**config.mk**
```make
export PLATFORM = sky130hd
export DESIGN_NAME = hashed_timer_wheel
export DESIGN_NICKNAME = d
export VERILOG_FILES = /design/src/rtl/htw_pkg.sv /design/src/rtl/hashed_timer_wheel.sv
export SDC_FILE = /design/constraint.sdc
export NUM_CORES = 2
export LEC_CHECK = 0
export BUFFER_PORTS_ARGS = -buffer_cell sky130_fd_sc_hd__buf_2
export CAP_MARGIN = 15
export CORE_MARGIN = 3
export CORE_UTILIZATION = 30
export CTS_BUF_LIST = sky130_fd_sc_hd__clkbuf_4
export CTS_CLUSTER_DIAMETER = 100
export DETAILED_ROUTE_END_ITERATION = 10
export PLACE_DENSITY = 0.51
export SLEW_MARGIN = 20
export SYNTH_ARGS = -nofsm -noshare
export SYNTH_HDL_FRONTEND = slang
export SYNTH_SLANG_ARGS = --single-unit
```
**constraint.sdc**
```tcl
create_clock -name clock -period 4.45 [get_ports clock]
set_input_delay 1.1125 -clock clock [delete_from_list [all_inputs] [get_ports clock]]
set_output_delay 1.1125 -clock clock [all_outputs]
set_load 0.01 [all_outputs]
```
**src/rtl/htw_pkg.sv**
```systemverilog
// ----------------------------------------------------------------------------
// Hashed timer wheel package
// Shared constants, command and status codes, and the sequencer state type.
// ----------------------------------------------------------------------------
package htw_pkg;

   // default geometry
   localparam int NUM_SLOTS_DEF  = 64;
   localparam int MAX_TIMERS_DEF = 32;

   // fixed field widths
   localparam int KIND_W     = 2;
   localparam int TIMEOUT_W  = 32;
   localparam int HANDLE_W   = 5;
   localparam int STATUS_W   = 2;
   localparam int INTERVAL_W = 16;

   // a non-negative timeout, and so the tick count, fits in this many bits
   localparam int TICK_W = TIMEOUT_W - 1;

   // command codes
   localparam logic [KIND_W-1:0] KIND_ADD    = 2'd0;
   localparam logic [KIND_W-1:0] KIND_DELETE = 2'd1;
   localparam logic [KIND_W-1:0] KIND_TICK   = 2'd2;

   // status codes
   localparam logic [STATUS_W-1:0] STAT_OK         = 2'd0;
   localparam logic [STATUS_W-1:0] STAT_NEG_TIME   = 2'd1;
   localparam logic [STATUS_W-1:0] STAT_POOL_FULL  = 2'd2;
   localparam logic [STATUS_W-1:0] STAT_NOT_ACTIVE = 2'd3;

   // sequencer states
   typedef enum logic [5:0] {
      ST_IDLE  = 6'b000001,
      ST_DIV1  = 6'b000010,
      ST_DIV2  = 6'b000100,
      ST_PLACE = 6'b001000,
      ST_SCAN  = 6'b010000,
      ST_DONE  = 6'b100000
   } state_type;

endpackage

```
**src/rtl/hashed_timer_wheel.sv**
```systemverilog
// ----------------------------------------------------------------------------
// Hashed timer wheel
// Timer pool on a wheel of NUM_SLOTS slots; add, delete and tick commands.
// ----------------------------------------------------------------------------
//
//   channel  ports                 handshake
//   -------  --------------------  ----------------------------------------
//   request  req_kind/timeout/     taken on start && !busy
//            req_handle
//   result   rsp_status/handle_out one-cycle strobe rsp_valid, no back-pressure
//            /expired/last
//   csr      csr_slot_interval     written on csr_valid && csr_ready
//
// Add: busy through 31 restoring steps for timeout / interval, the split of
// ticks by NUM_SLOTS (reciprocal multiply, remainder, correction) and the
// store of the entry. Rejected adds, deletes, unknown commands: answered next cycle.
// Tick: busy through a scan of all entries, one entry read per cycle (one read
// and one write port), at most one result word per cycle. Reset clears valid
// flags and slot, sets interval to one, no clearing pass; results cannot be stalled.
// ----------------------------------------------------------------------------
module hashed_timer_wheel #(
   parameter int NUM_SLOTS  = htw_pkg::NUM_SLOTS_DEF,
   parameter int MAX_TIMERS = htw_pkg::MAX_TIMERS_DEF
) (
   input  logic                                  clock,
   input  logic                                  reset,
   // request
   input  logic                                  start,
   output logic                                  busy,
   input  logic [htw_pkg::KIND_W-1:0]            req_kind,
   input  logic signed [htw_pkg::TIMEOUT_W-1:0]  req_timeout,
   input  logic [htw_pkg::HANDLE_W-1:0]          req_handle,
   // result
   output logic                                  rsp_valid,
   output logic [htw_pkg::STATUS_W-1:0]          rsp_status,
   output logic [htw_pkg::HANDLE_W-1:0]          rsp_handle_out,
   output logic                                  rsp_expired,
   output logic                                  rsp_last,
   // configuration
   input  logic                                  csr_valid,
   output logic                                  csr_ready,
   input  logic [htw_pkg::INTERVAL_W-1:0]        csr_slot_interval
);
   import htw_pkg::*;

   localparam int SLOT_W = $clog2(NUM_SLOTS);
   localparam int IDX_W  = (MAX_TIMERS > 1) ? $clog2(MAX_TIMERS) : 1;
   localparam int ROT_W  = TICK_W - 1;
   localparam int ENT_W  = SLOT_W + ROT_W;
   localparam int CNT_W  = $clog2(TICK_W);

   localparam logic [CNT_W-1:0]      DIV_LAST    = CNT_W'(TICK_W - 1);
   localparam logic [IDX_W-1:0]      IDX_LAST    = IDX_W'(MAX_TIMERS - 1);
   localparam logic [INTERVAL_W-1:0] SLOTS_DIV   = INTERVAL_W'(NUM_SLOTS);
   localparam logic [SLOT_W:0]       SLOTS_EXT   = (SLOT_W + 1)'(NUM_SLOTS);
   localparam logic [SLOT_W-1:0]     SLOT_TOP    = SLOT_W'(NUM_SLOTS - 1);
   localparam logic [TICK_W-1:0]     SLOTS_TICK  = TICK_W'(NUM_SLOTS);
   localparam logic [31:0]           SLOTS_RECIP = 32'((64'd1 << 32) / NUM_SLOTS);

   // control state
   state_type               state_ff, state_in;
   logic [SLOT_W-1:0]       cur_slot_ff, cur_slot_in;
   logic [MAX_TIMERS-1:0]   valid_ff, valid_in;
   logic [INTERVAL_W-1:0]   interval_ff, interval_in;
   logic [CNT_W-1:0]        div_cnt_ff, div_cnt_in;
   logic [IDX_W-1:0]        scan_idx_ff, scan_idx_in;
   logic                    proc_vld_ff, proc_vld_in;
   logic                    hold_vld_ff, hold_vld_in;
   logic                    rsp_valid_ff, rsp_valid_in;

   // payload
   logic [INTERVAL_W-1:0]   div_rem_ff, div_rem_in;
   logic [TICK_W-1:0]       div_quo_ff, div_quo_in;
   logic [ROT_W-1:0]        rot_est_ff, rot_est_in;
   logic [IDX_W-1:0]        free_idx_ff, free_idx_in;
   logic [IDX_W-1:0]        proc_idx_ff, proc_idx_in;
   logic [IDX_W-1:0]        hold_idx_ff, hold_idx_in;
   logic [STATUS_W-1:0]     rsp_status_ff, rsp_status_in;
   logic [HANDLE_W-1:0]     rsp_handle_ff, rsp_handle_in;
   logic                    rsp_expired_ff, rsp_expired_in;
   logic                    rsp_last_ff, rsp_last_in;

   // entry memory: {slot, rotation}
   logic [ENT_W-1:0]        mem [MAX_TIMERS];
   logic [ENT_W-1:0]        mem_rdata_ff;
   logic                    mem_we;
   logic [IDX_W-1:0]        mem_waddr;
   logic [ENT_W-1:0]        mem_wdata;
   logic [IDX_W-1:0]        mem_raddr;

   // divider datapath
   logic [INTERVAL_W-1:0]   divisor;
   logic [INTERVAL_W:0]     rem_sh;
   logic                    quo_bit;
   logic [INTERVAL_W-1:0]   rem_nx;
   logic [TICK_W-1:0]       quo_nx;

   // split of the tick count by NUM_SLOTS
   logic [ROT_W+31:0]       recip_prod;
   logic [TICK_W-1:0]       split_rem;

   // free handle search
   logic                    free_found;
   logic [IDX_W-1:0]        free_idx;

   // scan view of the entry just read
   logic [SLOT_W-1:0]       rd_slot;
   logic [ROT_W-1:0]        rd_rot;
   logic [SLOT_W:0]         slot_sum;
   logic [SLOT_W-1:0]       new_slot;

   assign busy           = (state_ff != ST_IDLE);
   assign csr_ready      = (state_ff == ST_IDLE);
   assign rsp_valid      = rsp_valid_ff;
   assign rsp_status     = rsp_status_ff;
   assign rsp_handle_out = rsp_handle_ff;
   assign rsp_expired    = rsp_expired_ff;
   assign rsp_last       = rsp_last_ff;

   assign rd_slot = mem_rdata_ff[ENT_W-1:ROT_W];
   assign rd_rot  = mem_rdata_ff[ROT_W-1:0];

   // estimate ticks / NUM_SLOTS by reciprocal; low by at most one
   assign recip_prod = {{(ROT_W + 1){1'b0}}, div_quo_ff} * {{ROT_W{1'b0}}, SLOTS_RECIP};
   // remainder against the estimate, below twice NUM_SLOTS
   assign split_rem  = div_quo_ff - {1'b0, rot_est_ff} * SLOTS_TICK;

   // pick the lowest free handle
   always_comb begin
      free_found = 1'b0;
      free_idx   = '0;
      for (int i = MAX_TIMERS - 1; i >= 0; i--) begin
         if (!valid_ff[i]) begin
            free_found = 1'b1;
            free_idx   = IDX_W'(i);
         end
      end
   end

   // one restoring division step; a zero interval divides as one
   always_comb begin
      divisor = (interval_ff == '0) ? INTERVAL_W'(1) : interval_ff;
      rem_sh  = {div_rem_ff, div_quo_ff[TICK_W-1]};
      quo_bit = (rem_sh >= {1'b0, divisor});
      if (quo_bit) begin
         rem_nx = INTERVAL_W'(rem_sh - {1'b0, divisor});
      end else begin
         rem_nx = rem_sh[INTERVAL_W-1:0];
      end
      quo_nx = {div_quo_ff[TICK_W-2:0], quo_bit};
   end

   // slot of a new timer: current slot plus offset, wrapped once
   always_comb begin
      slot_sum = {1'b0, cur_slot_ff} + {1'b0, div_rem_ff[SLOT_W-1:0]};
      if (slot_sum >= SLOTS_EXT) begin
         new_slot = SLOT_W'(slot_sum - SLOTS_EXT);
      end else begin
         new_slot = slot_sum[SLOT_W-1:0];
      end
   end

   // sequencer and next-state logic
   always_comb begin
      state_in       = state_ff;
      cur_slot_in    = cur_slot_ff;
      valid_in       = valid_ff;
      interval_in    = interval_ff;
      div_cnt_in     = div_cnt_ff;
      div_rem_in     = div_rem_ff;
      div_quo_in     = div_quo_ff;
      rot_est_in     = rot_est_ff;
      free_idx_in    = free_idx_ff;
      scan_idx_in    = scan_idx_ff;
      proc_vld_in    = 1'b0;
      proc_idx_in    = scan_idx_ff;
      hold_vld_in    = hold_vld_ff;
      hold_idx_in    = hold_idx_ff;
      rsp_valid_in   = 1'b0;
      rsp_status_in  = STAT_OK;
      rsp_handle_in  = '0;
      rsp_expired_in = 1'b0;
      rsp_last_in    = 1'b1;
      mem_we         = 1'b0;
      mem_waddr      = proc_idx_ff;
      mem_wdata      = {rd_slot, rd_rot - ROT_W'(1)};
      mem_raddr      = scan_idx_ff;

      // take a configuration word
      if (csr_valid && csr_ready) begin
         interval_in = csr_slot_interval;
      end

      // age or expire the entry read last cycle
      if (proc_vld_ff && valid_ff[proc_idx_ff] && (rd_slot == cur_slot_ff)) begin
         if (rd_rot != '0) begin
            mem_we = 1'b1;
         end else begin
            valid_in[proc_idx_ff] = 1'b0;
            hold_vld_in           = 1'b1;
            hold_idx_in           = proc_idx_ff;
            // release the previous expiry, not the final one
            if (hold_vld_ff) begin
               rsp_valid_in   = 1'b1;
               rsp_handle_in  = HANDLE_W'(hold_idx_ff);
               rsp_expired_in = 1'b1;
               rsp_last_in    = 1'b0;
            end
         end
      end

      case (state_ff)
         ST_IDLE: begin
            if (start) begin
               case (req_kind)
                  KIND_ADD: begin
                     if (req_timeout[TIMEOUT_W-1]) begin
                        rsp_valid_in  = 1'b1;
                        rsp_status_in = STAT_NEG_TIME;
                     end else if (!free_found) begin
                        rsp_valid_in  = 1'b1;
                        rsp_status_in = STAT_POOL_FULL;
                     end else begin
                        free_idx_in = free_idx;
                        div_quo_in  = req_timeout[TICK_W-1:0];
                        div_rem_in  = '0;
                        div_cnt_in  = '0;
                        state_in    = ST_DIV1;
                     end
                  end
                  KIND_DELETE: begin
                     rsp_valid_in  = 1'b1;
                     rsp_handle_in = req_handle;
                     if ((32'(req_handle) < MAX_TIMERS) &&
                         valid_ff[IDX_W'(req_handle)]) begin
                        valid_in[IDX_W'(req_handle)] = 1'b0;
                        rsp_status_in                = STAT_OK;
                     end else begin
                        rsp_status_in = STAT_NOT_ACTIVE;
                     end
                  end
                  KIND_TICK: begin
                     scan_idx_in = '0;
                     hold_vld_in = 1'b0;
                     state_in    = ST_SCAN;
                  end
                  default: begin
                     rsp_valid_in = 1'b1;
                  end
               endcase
            end
         end

         // timeout / interval; a zero quotient becomes one tick
         ST_DIV1: begin
            div_rem_in = rem_nx;
            div_quo_in = quo_nx;
            div_cnt_in = div_cnt_ff + CNT_W'(1);
            if (div_cnt_ff == DIV_LAST) begin
               div_quo_in = (quo_nx == '0) ? TICK_W'(1) : quo_nx;
               div_rem_in = '0;
               div_cnt_in = '0;
               state_in   = ST_DIV2;
            end
         end

         // ticks / NUM_SLOTS: estimate, take the remainder, correct by one
         ST_DIV2: begin
            div_cnt_in = div_cnt_ff + CNT_W'(1);
            if (div_cnt_ff == '0) begin
               rot_est_in = recip_prod[ROT_W+31:32];
            end else if (div_cnt_ff == CNT_W'(1)) begin
               div_quo_in = {1'b0, rot_est_ff};
               div_rem_in = INTERVAL_W'(split_rem);
            end else begin
               if (div_rem_ff >= SLOTS_DIV) begin
                  div_quo_in = div_quo_ff + TICK_W'(1);
                  div_rem_in = div_rem_ff - SLOTS_DIV;
               end
               div_cnt_in = '0;
               state_in   = ST_PLACE;
            end
         end

         // store the new timer and report its handle
         ST_PLACE: begin
            mem_we                = 1'b1;
            mem_waddr             = free_idx_ff;
            mem_wdata             = {new_slot, div_quo_ff[ROT_W-1:0]};
            valid_in[free_idx_ff] = 1'b1;
            rsp_valid_in          = 1'b1;
            rsp_handle_in         = HANDLE_W'(free_idx_ff);
            state_in              = ST_IDLE;
         end

         // issue one entry read per cycle
         ST_SCAN: begin
            proc_vld_in = 1'b1;
            proc_idx_in = scan_idx_ff;
            scan_idx_in = scan_idx_ff + IDX_W'(1);
            if (scan_idx_ff == IDX_LAST) begin
               scan_idx_in = '0;
               state_in    = ST_DONE;
            end
         end

         // last entry processed above; close the tick and advance the wheel
         ST_DONE: begin
            if (!proc_vld_ff) begin
               rsp_valid_in = 1'b1;
               if (hold_vld_ff) begin
                  rsp_handle_in  = HANDLE_W'(hold_idx_ff);
                  rsp_expired_in = 1'b1;
               end
               hold_vld_in = 1'b0;
               cur_slot_in = (cur_slot_ff == SLOT_TOP) ? '0
                                                       : cur_slot_ff + SLOT_W'(1);
               state_in    = ST_IDLE;
            end
         end

         default: begin
            state_in = ST_IDLE;
         end
      endcase
   end

   // control registers
   always_ff @(posedge clock) begin
      if (reset) begin
         state_ff     <= ST_IDLE;
         cur_slot_ff  <= '0;
         valid_ff     <= '0;
         interval_ff  <= INTERVAL_W'(1);
         div_cnt_ff   <= '0;
         scan_idx_ff  <= '0;
         proc_vld_ff  <= 1'b0;
         hold_vld_ff  <= 1'b0;
         rsp_valid_ff <= 1'b0;
      end else begin
         state_ff     <= state_in;
         cur_slot_ff  <= cur_slot_in;
         valid_ff     <= valid_in;
         interval_ff  <= interval_in;
         div_cnt_ff   <= div_cnt_in;
         scan_idx_ff  <= scan_idx_in;
         proc_vld_ff  <= proc_vld_in;
         hold_vld_ff  <= hold_vld_in;
         rsp_valid_ff <= rsp_valid_in;
      end
   end

   // payload registers
   always_ff @(posedge clock) begin
      div_rem_ff     <= div_rem_in;
      div_quo_ff     <= div_quo_in;
      rot_est_ff     <= rot_est_in;
      free_idx_ff    <= free_idx_in;
      proc_idx_ff    <= proc_idx_in;
      hold_idx_ff    <= hold_idx_in;
      rsp_status_ff  <= rsp_status_in;
      rsp_handle_ff  <= rsp_handle_in;
      rsp_expired_ff <= rsp_expired_in;
      rsp_last_ff    <= rsp_last_in;
   end

   // entry memory, registered read
   always_ff @(posedge clock) begin
      if (mem_we) begin
         mem[mem_waddr] <= mem_wdata;
      end
      mem_rdata_ff <= mem[mem_raddr];
   end

endmodule

```
==> impl_metrics.prom <==
# TYPE chip_impl_metric gauge
chip_impl_info{name="outcome",value="complete, no violations"} 1
chip_impl_metric{name="postCtsSetupRepairBufs",unit=""} 0
chip_impl_metric{name="mappedNetlistNets",unit=""} 3195
chip_impl_info{name="tritoncts",value="built"} 1
chip_impl_metric{name="cts_hold_buffers",unit=""} 27
chip_impl_info{name="timing.hold.worst.class",value="in -> reg"} 1
chip_impl_metric{name="synth-warning-count",unit=""} 0
chip_impl_metric{name="clk_pin_slew_worst_paths",unit="ps"} 70
chip_impl_metric{name="synth-edff-count",unit=""} 1234
chip_impl_info{name="synth.largest_area_cell",value="edfxtp_1"} 1
chip_impl_info{name="critPathCaptureType",value="flop"} 1
chip_impl_metric{name="critPathMaxStageDelay",unit="ps"} 880
chip_impl_info{name="cp_slowest_cell",value="nor2_4"} 1
chip_impl_metric{name="die_x",unit="µm"} 438
chip_impl_metric{name="dp_hpwl",unit="µm"} 92800
chip_impl_metric{name="critPathBufInv",unit=""} 1
chip_impl_metric{name="p_leak",unit="nW"} 20.3
chip_impl_metric{name="routed_wirelength",unit="µm"} 154000
chip_impl_info{name="rsz_0062_raised_after_global_routing",value="false"} 1
chip_impl_metric{name="wire_per_inst",unit="µm"} 24.6
chip_impl_metric{name="synth.avg_cell_area",unit="µm²"} 18.1
chip_impl_metric{name="cellPowerDensity",unit="nW/µm²"} 382
chip_impl_metric{name="netSwitchingPower",unit="mW"} 5.36
chip_impl_metric{name="power",unit="mW"} 24.9
chip_impl_metric{name="internal_power",unit="mW"} 19.5
chip_impl_info{name="cp-start-kind",value="flop"} 1
chip_impl_metric{name="power_frac_seq",unit="%"} 55.3
chip_impl_metric{name="core.rowCount",unit=""} 157
chip_impl_metric{name="synth_cell_type_count",unit=""} 74
chip_impl_metric{name="floorplan.initialDensity",unit="%"} 30.4
chip_impl_metric{name="postCtsResizedCells",unit=""} 0
chip_impl_metric{name="final.setup_skew",unit="ps"} 132
chip_impl_metric{name="worst_r2r_path_depth",unit=""} 6
chip_impl_metric{name="initialDrtViolationCount",unit=""} 2966
chip_impl_metric{name="setup_tns_final",unit="ps"} 0
chip_impl_metric{name="clock_sinks",unit=""} 1357
chip_impl_metric{name="die_h",unit="µm"} 438
chip_impl_metric{name="worstHoldPathCells",unit=""} 3
chip_impl_metric{name="synth.yosys.seq_area_share",unit="%"} 70.5
chip_impl_metric{name="drt-vias-per-instance",unit=""} 5.04
chip_impl_metric{name="setup.reg_to_reg.worst_slack",unit="ps"} 330
chip_impl_metric{name="layout.cells.non_filler",unit=""} 6262
chip_impl_metric{name="insertion_delay",unit="ps"} 1290
chip_impl_metric{name="wire_length_of_the_first_global_routing_pass",unit="µm"} 226000
chip_impl_metric{name="drt_pre_antenna_iters",unit=""} 6
chip_impl_info{name="cts.root.buffer_cell",value="clkbuf_4"} 1
chip_impl_metric{name="netlist_area",unit="µm²"} 56000
chip_impl_info{name="worst-setup-path-type",value="reg -> reg"} 1
chip_impl_metric{name="ys_ff_latch",unit=""} 1357
chip_impl_metric{name="worst-endpoint-arrival",unit="ps"} 4950
chip_impl_metric{name="design.final.nets",unit=""} 3634
chip_impl_metric{name="worstPathRequired",unit="ps"} 5290
chip_impl_metric{name="switching_share",unit="%"} 21.5
chip_impl_metric{name="max_slew.worst_pin.slew",unit="ps"} 1060
chip_impl_metric{name="power.share.combinational",unit="%"} 1.9
chip_impl_metric{name="h-tree-depth",unit=""} 5
chip_impl_metric{name="clock_power_share",unit="%"} 42.8
chip_impl_metric{name="fp.dieArea",unit="µm²"} 192000
chip_impl_metric{name="grt.overflow.total",unit=""} 0
chip_impl_metric{name="numPlacedInstances",unit=""} 5599
chip_impl_metric{name="grt_max_degree",unit=""} 54
chip_impl_metric{name="ant_nets",unit=""} 0
chip_impl_metric{name="port_buffers",unit=""} 70
chip_impl_metric{name="coreArea",unit="µm²"} 184000
chip_impl_info{name="ys.flop_type",value="edfxtp_1"} 1
chip_impl_metric{name="synth_top_area_share",unit="%"} 66.1
chip_impl_metric{name="timing.final.max_slew_violations",unit=""} 0
chip_impl_metric{name="routed-via-count",unit=""} 31500
chip_impl_metric{name="cts.path.max_buffers",unit=""} 4
chip_impl_metric{name="crit_cells",unit=""} 6
chip_impl_metric{name="place_congestion",unit=""} 0.847
chip_impl_metric{name="ir_drop",unit="µV"} 219
chip_impl_metric{name="final.period_utilization",unit="%"} 92.6
chip_impl_metric{name="antenna_found_initial",unit=""} 4
chip_impl_metric{name="post_layout_minimum_cycle_time",unit="ps"} 4120
chip_impl_metric{name="remaining_drc_errors",unit=""} 0
chip_impl_metric{name="fillCellCount",unit=""} 17500
chip_impl_metric{name="numCtsBuffers",unit=""} 367
chip_impl_metric{name="maxCapViolations",unit=""} 0
chip_impl_metric{name="cp_max_fo",unit=""} 21
chip_impl_metric{name="grt_pass1_vias",unit=""} 32600
chip_impl_metric{name="post_route_cells_drive_above_1_share",unit="%"} 33.8
chip_impl_metric{name="max_clock_freq",unit="MHz"} 243
chip_impl_metric{name="final-setup-viol-count",unit=""} 0
chip_impl_metric{name="synthCells",unit=""} 3092
chip_impl_metric{name="worst_slew_margin_rel",unit="%"} 29.5
chip_impl_metric{name="grtUsageTotal",unit="%"} 16.0
chip_impl_info{name="yosys-top-cells-area",value="edfxtp_1 (66%), mux4_2 (15%), dfxtp_1 (4.4%)"} 1
chip_impl_metric{name="io_pins",unit=""} 71
chip_impl_info{name="timing.critical_path.max_delay_family",value="simple AND/OR/NAND/NOR gates"} 1
chip_impl_metric{name="synth_async_sr_flop_share",unit="%"} 0
chip_impl_metric{name="hold_viol",unit=""} 0
chip_impl_metric{name="area_growth",unit="%"} 16.5
chip_impl_info{name="cell_by_cell_trace_of_the_critical_path",value="or4_1 > nor3b_2 > and3_1 > o21ai_2 > nor2_4 > buf_4"} 1
worst paths after layout:
path | end | from
setup reg to reg | mem[31][0] | state_ff[0]
hold reg to reg | rot_est_ff[24] | div_quo_ff[30]
hold / removal | div_quo_ff[25] | req_timeout[25]
setup / recovery | mem[31][0] | state_ff[0]
sequential cells by signal (all words and copies together) (netlist names):
name and flops:
proc_vld_ff 1, mem 1152, rsp_expired 1, rsp_handle_out 5, mem_raddr 5, hold_idx_ff 5, rsp_status 2, rsp_last 1
state_ff 6, free_idx_ff 5, rsp_valid 1, div_cnt_ff 5, div_quo_ff 31, mem_rdata_ff 36, valid_ff 32, rot_est_ff 25
interval_ff 16, div_rem_ff 16, hold_vld_ff 1, proc_idx_ff 5, cur_slot_ff 6
through the flow:
stage	hold slack, ps	instance area, µm²	util [%]	setup WS, ps
global route	49.7	65300	35.4	73.4
floorplan	329	56000	-	716
global placement	437	60500	32.8	499
detailed placement	445	60500	32.8	429
CTS	3.08	65200	35.4	244
finish	190	65300	35.4	331
worst min-delay path, stage by stage:
cell and delay [ps]:
buf_2 110, a22oi_1 70, o21ai_1 70
per-layer routing:
layer	GRT usage, %	wire length, µm	up-vias
li1	-	-	13700
met1	22.4	69800	16500
met2	25.1	72700	1072
met3	3.20	8370	241
met4	4.46	3040	0
met5	0	0	-
synth_stat cells, drive strengths merged (12+ instances only):
cell type and instances:
inv 60, mux4 378, nand3 37, edfxtp 1234
or2 19, a22oi 21, a211oi 42, nor4 28
nor3 25, dfxtp 123, buf 67, and3 19
nor2 166, mux2 37, or3 14, ha 41
nand2b 21, nand3b 13, a31oi 12, nand2 167
xor2 40, nand4 34, xnor2 51, clkbuf 88
a21oi 79, mux2i 12, o21ai 138
power groups by stage:
stage	sequential (mW)	clock, mW	combinational [mW]
after floorplan	14.0	0	0.296
after global placement	14.1	0	0.448
after detailed placement	14.1	0	0.447
after CTS	13.8	11.1	0.470
after global routing	13.8	11.8	0.510
final	13.8	10.7	0.465
cell usage in the layout (no fill, tap or decap), types with 13 or more instances in the layout:
cell / n
edfxtp_1: 1234
clkbuf_4: 543
mux4_2: 378
nand2_1: 166
nor2_1: 132
dfxtp_1: 118
buf_4: 104
o21ai_0: 102
a21oi_1: 77
buf_2: 70
inv_1: 60
clkinv_1: 60
xnor2_1: 51
a211oi_1: 42
ha_1: 41
xor2_1: 40
mux2_2: 37
nand3_1: 36
nand4_1: 34
nor2_4: 32
dlygate4sd3_1: 27
nor4_1: 25
buf_12: 24
nor3_1: 22
nand2b_1: 21
a22oi_1: 21
and3_1: 19
or2_2: 19
clkinv_2: 18
o21ai_2: 17
or3_1: 14
nand3b_1: 13
layout make-up:
class | instances | area (µm²) | area share [%]
clock buffers | 543 | 4080 | 6.24
well taps | 2464 | 3080 | 4.72
inverters | 60 | 225 | 0.345
repair buffers | 225 | 1880 | 2.88
multi-input cells | 1520 | 16100 | 24.6
diodes | 8 | 20.0 | 0.0307
flip-flops and latches | 1357 | 39500 | 60.6
clock inverters | 85 | 375 | 0.575
cells by family after synthesis:
| family | Yosys count | share of synthesized area [%] |
|---|---|---|
| adders and majority gates | 44 | 1.02 |
| muxes | 427 | 16.2 |
| and+or+nand+nor | 587 | 5.15 |
| DFF | 1357 | 70.5 |
| xor gates and xnor gates | 91 | 1.42 |
| AOI/OAI and AO/OA | 371 | 4.15 |
| buffers and inverters | 215 | 1.58 |
No activity file was read; power rests on OpenSTA's default activity.
